**config.mk**
```make
export PLATFORM = sky130hd
export DESIGN_NAME = gmp_seq
export DESIGN_NICKNAME = d
export VERILOG_FILES = /design/src/hdl/gmp_pkg.sv /design/src/hdl/gmp_seq.sv
export SDC_FILE = /design/constraint.sdc
export NUM_CORES = 1
export LEC_CHECK = 0
export BUFFER_PORTS_ARGS = -buffer_cell sky130_fd_sc_hd__buf_2
export CAP_MARGIN = 5
export CORE_ASPECT_RATIO = 0.8
export CORE_MARGIN = 2
export CORE_UTILIZATION = 50
export DETAILED_ROUTE_END_ITERATION = 8
export PLACE_DENSITY = 0.77
export RECOVER_POWER = 50
export SETUP_SLACK_MARGIN = 0.3
export SYNTH_ARGS = -nofsm -noshare
export SYNTH_HDL_FRONTEND = slang
export SYNTH_SLANG_ARGS = --single-unit
export TNS_END_PERCENT = 20
```
**constraint.sdc**
```tcl
create_clock -name clk -period 2.7 [get_ports clk]
set_input_delay 0.27 -clock clk [delete_from_list [all_inputs] [get_ports clk]]
set_output_delay 0.27 -clock clk [all_outputs]
set_load 0.05 [all_outputs]
```
**src/hdl/gmp_pkg.sv**
```systemverilog
// gmp_pkg: shared constants, register indexes and the sequencer-to-datapath
// control struct for the grid min pair L1 cost block. No dependencies.

package gmp_pkg;

  // Parameter defaults
  localparam int DEF_MAX_HEIGHT = 256;
  localparam int DEF_MAX_WIDTH  = 256;
  localparam int DEF_PIXEL_BITS = 16;

  // Fixed field widths
  localparam int SIZE_BITS      = 9;
  localparam int COST_BITS      = 16;
  localparam int RESULT_BITS    = 18;
  localparam int CFG_INDEX_BITS = 2;
  localparam int CFG_DATA_BITS  = 16;

  // Configuration register indexes
  localparam logic [CFG_INDEX_BITS-1:0] REG_HEIGHT = 2'd0;
  localparam logic [CFG_INDEX_BITS-1:0] REG_WIDTH  = 2'd1;
  localparam logic [CFG_INDEX_BITS-1:0] REG_COST   = 2'd2;

  // Register reset values
  localparam logic [SIZE_BITS-1:0] HEIGHT_RESET = 9'd2;
  localparam logic [SIZE_BITS-1:0] WIDTH_RESET  = 9'd2;
  localparam logic [COST_BITS-1:0] COST_RESET   = 16'd1;

  // Best cost before any pair has been seen
  localparam logic [RESULT_BITS-1:0] COST_ALL_ONES = '1;

  // One operation issued by the sequencer to the datapath
  typedef struct packed {
    logic issue;     // an operation enters the pipe this cycle
    logic load;      // pass one: pixel from the input, else from the image store
    logic has_up;    // a row neighbor exists (above in pass one, below in pass two)
    logic has_left;  // a left neighbor exists
    logic finish;    // move the result to the output register, clear the frame
  } gmp_ctrl_t;

endpackage

```
**src/hdl/gmp_seq.sv**
```systemverilog
// gmp_seq (depends on gmp_pkg): load / sweep sequencer. Owns row and column
// counters, issues one operation per cycle to gmp_core, in load on in_valid.

module gmp_seq #(
  parameter int MAX_HEIGHT = gmp_pkg::DEF_MAX_HEIGHT,
  parameter int MAX_WIDTH  = gmp_pkg::DEF_MAX_WIDTH
) (
  input  logic                                  clk,
  input  logic                                  rst,
  input  logic                                  in_valid,
  output logic                                  in_ready,
  input  logic                                  out_valid,
  input  logic                                  out_ready,
  input  logic [$clog2(MAX_HEIGHT+1)-1:0]       h_eff,
  input  logic [$clog2(MAX_WIDTH+1)-1:0]        w_eff,
  output gmp_pkg::gmp_ctrl_t                    ctrl,
  output logic [((MAX_HEIGHT > 1) ? $clog2(MAX_HEIGHT) : 1)-1:0] row,
  output logic [((MAX_WIDTH > 1) ? $clog2(MAX_WIDTH) : 1)-1:0]   col
);
  import gmp_pkg::*;

  localparam int HW = $clog2(MAX_HEIGHT+1);
  localparam int WW = $clog2(MAX_WIDTH+1);
  localparam int RW = (MAX_HEIGHT > 1) ? $clog2(MAX_HEIGHT) : 1;
  localparam int CW = (MAX_WIDTH > 1) ? $clog2(MAX_WIDTH) : 1;

  typedef enum logic [3:0] {
    S_LOAD   = 4'b0001,
    S_SWEEP  = 4'b0010,
    S_DRAIN  = 4'b0100,
    S_FINISH = 4'b1000
  } state_t;

  state_t        state, state_next;
  logic [RW-1:0] row_next;
  logic [CW-1:0] col_next;
  logic          col_last;
  logic          row_last;

  // End of row / end of grid tests (also catch counters beyond a shrunk size)
  assign col_last = (WW'(col) + WW'(1)) >= w_eff;
  assign row_last = (HW'(row) + HW'(1)) >= h_eff;

  // Next-state and issue logic
  always_comb begin
    state_next = state;
    row_next   = row;
    col_next   = col;
    ctrl       = '0;
    in_ready   = 1'b0;
    unique case (state)
      S_LOAD: begin
        in_ready      = 1'b1;
        ctrl.load     = 1'b1;
        ctrl.has_up   = (row != '0);
        ctrl.has_left = (col != '0);
        if (in_valid) begin
          ctrl.issue = 1'b1;
          if (!col_last) begin
            col_next = col + CW'(1);
          end else begin
            col_next = '0;
            if (!row_last) begin
              row_next = row + RW'(1);
            end else begin
              // pass two starts at the bottom row
              row_next   = RW'(h_eff - HW'(1));
              state_next = S_SWEEP;
            end
          end
        end
      end
      S_SWEEP: begin
        ctrl.issue    = 1'b1;
        ctrl.has_up   = !row_last;
        ctrl.has_left = (col != '0);
        if (!col_last) begin
          col_next = col + CW'(1);
        end else begin
          col_next = '0;
          if (row != '0) begin
            row_next = row - RW'(1);
          end else begin
            state_next = S_DRAIN;
          end
        end
      end
      S_DRAIN: begin
        // last sweep operation is in the compute stage
        state_next = S_FINISH;
      end
      S_FINISH: begin
        if (!out_valid || out_ready) begin
          ctrl.finish = 1'b1;
          state_next  = S_LOAD;
        end
      end
      default: begin
        state_next = S_LOAD;
      end
    endcase
  end

  // State and counters
  always_ff @(posedge clk) begin
    if (rst) begin
      state <= S_LOAD;
      row   <= '0;
      col   <= '0;
    end else begin
      state <= state_next;
      row   <= row_next;
      col   <= col_next;
    end
  end

endmodule

```
# After elaboration in Yosys (flattened, before gate mapping)
# Cells that the tools add are included.
# classes
addsub	6
order_cmp	2
n_eq_ne	11
muxes	22
n_reduce_logical	9
# op_table
operator	count
$mux 8	7
$pmux 8 s2	2
$mux 4	6
$add 8x1->9 const B	2
$ge 9x9->1	2
$add 8x1->8 const B	2
$pmux 4 s4	1
$reduce_bool 8->1	2
$sub 8x1->8 const B	2
$ne 2x2->1 const B	7
$reduce_and 6->1	1
$reduce_and 5->1	1
$eq 4x1->1 const B	1
$eq 4x2->1 const B	1
$eq 4x3->1 const B	1
$eq 4x4->1 const B	1
$mux 1	4
$pmux 2 s2	1
$logic_not 1->1	2
$pmux 1 s2	1
$reduce_and 2->1	1
$reduce_bool 2->1	1
$logic_or 1x1->1	1
# word_totals
register_bits	20
output_inout_bits	22

# Depth between registers and ports, before layout
# depth
word_depth	6
mapped_depth	12
mapped_depth_nobuf	11

# Worst setup path before layout
# OpenSTA, ideal clock, no wires.
# synth_timing
path_kind	reg2out
from	register row[0] in the netlist's numbering
to	output port ctrl[2] in the netlist's numbering
arrival_ns	3.475
slack_ns	-1.045
path_stages_with_launch	11
n_path_buf	2
path_cell_list	dfxtp_1 > clkbuf_1 > and3_1 > and3_1 > xor2_1 > ha_1 > nand4_1 > or3_1 > o311ai_1 > clkbuf_1 > o21ai_0
# synth_lines
element	line	rtl
start, declared	gmp_seq.sv:17	output logic [((MAX_HEIGHT > 1) ? $clog2(MAX_HEIGHT) : 1)-1:0] row,
start signal, assigned	gmp_seq.sv:112	row <= row_next;
end, declared	gmp_seq.sv:16	output gmp_pkg::gmp_ctrl_t ctrl,

==> qor.csv <==
metric;value;unit
commonest cells in the synthesized netlist;28 x inv_1, 24 x ha_1, 23 x a21oi_1;
Port-buffer cells;44;
starting density of the core;0.5266;
Setup crit end kind;output pin;
first-pass GRT wire length;9.749;mm
crit path max fanout;4;
syn avg cell area;7.489;um2
Data arrival, critical path;2.45;ns
failing checks;negative setup slack;
Fin. Hold Viols;0;
antenna violations before repair;0;
outcome;complete, but fails checks;
Least-Margin Pin Slew;0.6101;ns
Die Ht;60.99;um
crit-path max cell delay;0.41;ns
startpoint types;register;
setup ws final;-0.02178;ns
fraction of layout cells with a size suffix above 1;0.3731;
count leader, synth;inv_1;
Synth Warn #;0;
vias in the first global route;2083;
Pins Over Slew Limit;0;
H-tree levels;1;
clock slew at reported path FFs;0.09;ns
Top Ports;45;
max frequency;0.3674;GHz
min Tclk post-route;2.722;ns
placed cells;378;
Buffers & Inverters on Critical Path;2;
Syn Inst Count;271;
worst-case headroom to the max-slew limit;0.5950;
antenna cell count;0;
Distinct cells, synth;53;
TritonCTS Buffers;3;
Clock Sinks;20;
num rows;20;
area of the multi-input gates;0.001734;mm2
fillers;309;
DP HPWL;4.420;mm
fin cells;390;
setup violators final;1;
Die ar.;0.004588;mm2
gp weighted congestion;0.9057;
top_reg_cell synth;dfxtp_1;
antenna-violating nets left;0;
Max IR drop VDD;0.2073;mV
RSZ-0062 raised after global routing;yes;
CP Data Required Time;2.43;ns
Layout Utilization;0.7399;
Lkg Pwr;1.294;nW
Clock Path Buffers;2;
maxcap violations;0;
Die X;75.23;um
DRC;0;
nets@finish;383;
routed vias;2326;
critical path's slowest cell;or3_4;
clock latency on the worst-skew pair;0.27;ns
pwr/cell area;259.4;mW/mm2
largest net degree at the start of global routing;22;
grt total ovfl;0;
EDFF count, synth;0;
DR vias/cell;5.964;
GRT Util Overall;0.2786;
Crit path max-delay family;simple AND/OR/NAND/NOR gates;
Layout Area Growth over Synthesis;40.51;%
Starting DRT DRC Count;179;
clock tree from TritonCTS;yes;
final wirelength;6.213;mm
ys async rst share;0;
HP Class;in -> reg;
FF/Latch Area;431.7;um2
Core Footprint;0.003854;mm2
r2r setup slk;0.03;ns
Worst Clk Skew;0.007759;ns
Syn Std Cell Area;0.002029;mm2
crit path kind;reg -> out;
Synthesized Nets;318;
WL/cell;15.93;um
Final period util;1.008;
post-synth top area share;0.1973;
post-synthesis sequential area ratio;0.1973;
DRT Pass-1 Iters;5;
dominant cell type by area after synthesis;dfxtp_1;
FF+latch count, synth;20;
crit-path cells;and3_4 -> and3_4 -> xor2_2 -> ha_1 -> nand4_1 -> or3_4 -> o311ai_4 -> buf_6 -> o21ai_2 -> buf_6;
Root Buffer;clkbuf_8;
top cells by area, synth;dfxtp_1 20%, ha_1 15%, a21oi_1 5.7%;
-- cell families after synthesis --
group | Yosys count | share of synthesized area
XOR/XNOR | 17 | 0.07337
AO/OA/AOI/OAI | 65 | 0.2084
flip-flops | 20 | 0.1973
multiplexers | 3 | 0.01603
buffers and inverters | 40 | 0.08015
AND/OR/NAND/NOR | 102 | 0.2768
adder cells (fa/ha/maj) | 24 | 0.1480
-- registers in the layout (all words and copies together), names as in the netlist --
| register | flops |
|---|---|
| col | 8 |
| row | 8 |
| state | 4 |
-- path summary, 6_finish.rpt --
check	start	end	cells after the start
worst max-delay path	row[0]$_SDFFE_PP0P_	ctrl[2]	10
worst max register to register	row[0]$_SDFFE_PP0P_	row[2]$_SDFFE_PP0P_	12
worst min register to register	col[1]$_SDFFE_PP0P_	col[1]$_SDFFE_PP0P_	2
worst min-delay path	h_eff[0]	row[0]$_SDFFE_PP0P_	4
-- tightest hold or removal path, delay by kind of cell --
kind | cells | cell delay (ns)
buffers and inverters | 2 | 0.19
AND/OR/NAND/NOR | 1 | 0.07
AO/OA/AOI/OAI | 1 | 0.06
-- metrics by stage --
step	TNS, ns	hold slack (ns)	instance area [um2]	power (mW)	worst slack [ns]
4_1_cts	-0.01340	0.3351	2806	0.7358	-0.01340
3_3_place_gp	0	0.4937	2540	0.4186	0.08215
5_1_grt	-0.4555	0.4045	2851	0.7639	-0.1099
3_5_place_dp	-0.004595	0.5014	2540	0.4209	-0.004595
2_1_floorplan	-0.1773	0.4468	2191	0.3768	-0.04971
6_report	-0.02178	0.3539	2851	0.7397	-0.02178
-- repair_timing --
item / in CTS / in global routing
setup buffers: 7 / 1
resized for setup: 33 / 12
pin swaps: 38 / 23
hold buffers: 0 / 0
setup endpoints to repair: 20 / 20
-- per-layer routing --
metal / part of all wire / track usage / routed length, um
met1: 0.45 / 0.4038 / 2797
met2: 0.46 / 0.4474 / 2844
met4: 0.022 / 0.04762 / 136
met3: 0.070 / 0.04319 / 434
met5: 0 / 0 / 0
-- where the power goes --
group	leakage (nW)	internal (mW)	switching (mW)
sequential	0.169	0.292	0.00334
clock	0.0357	0.198	0.115
combinational	1.09	0.0497	0.0818
total	1.29	0.540	0.200
-- layout make-up --
type,count,area share
Sequential cell,20,0.1514
Multi-Input combinational cell,211,0.6082
Tap cell,55,0.02413
Timing Repair Buffer,72,0.1545
Clock inverter,1,0.01053
Inverter,28,0.03686
Clock buffer,3,0.01448
-- layout by cell type, fill, tap and decap left out, drive strengths merged, types with 9 or more instances in the layout --
master | netlist | routed
nor2 | 14 | 14
xnor2 | 9 | 9
and3 | 10 | 10
o21ai | 13 | 13
dfxtp | 20 | 20
nand2 | 22 | 22
a21oi | 25 | 25
inv | 28 | 28
nor3 | 9 | 9
clkbuf | 9 | 15
buf | 3 | 60
nand3 | 10 | 10
ha | 24 | 24
No activity file was read; power rests on OpenSTA's default activity.
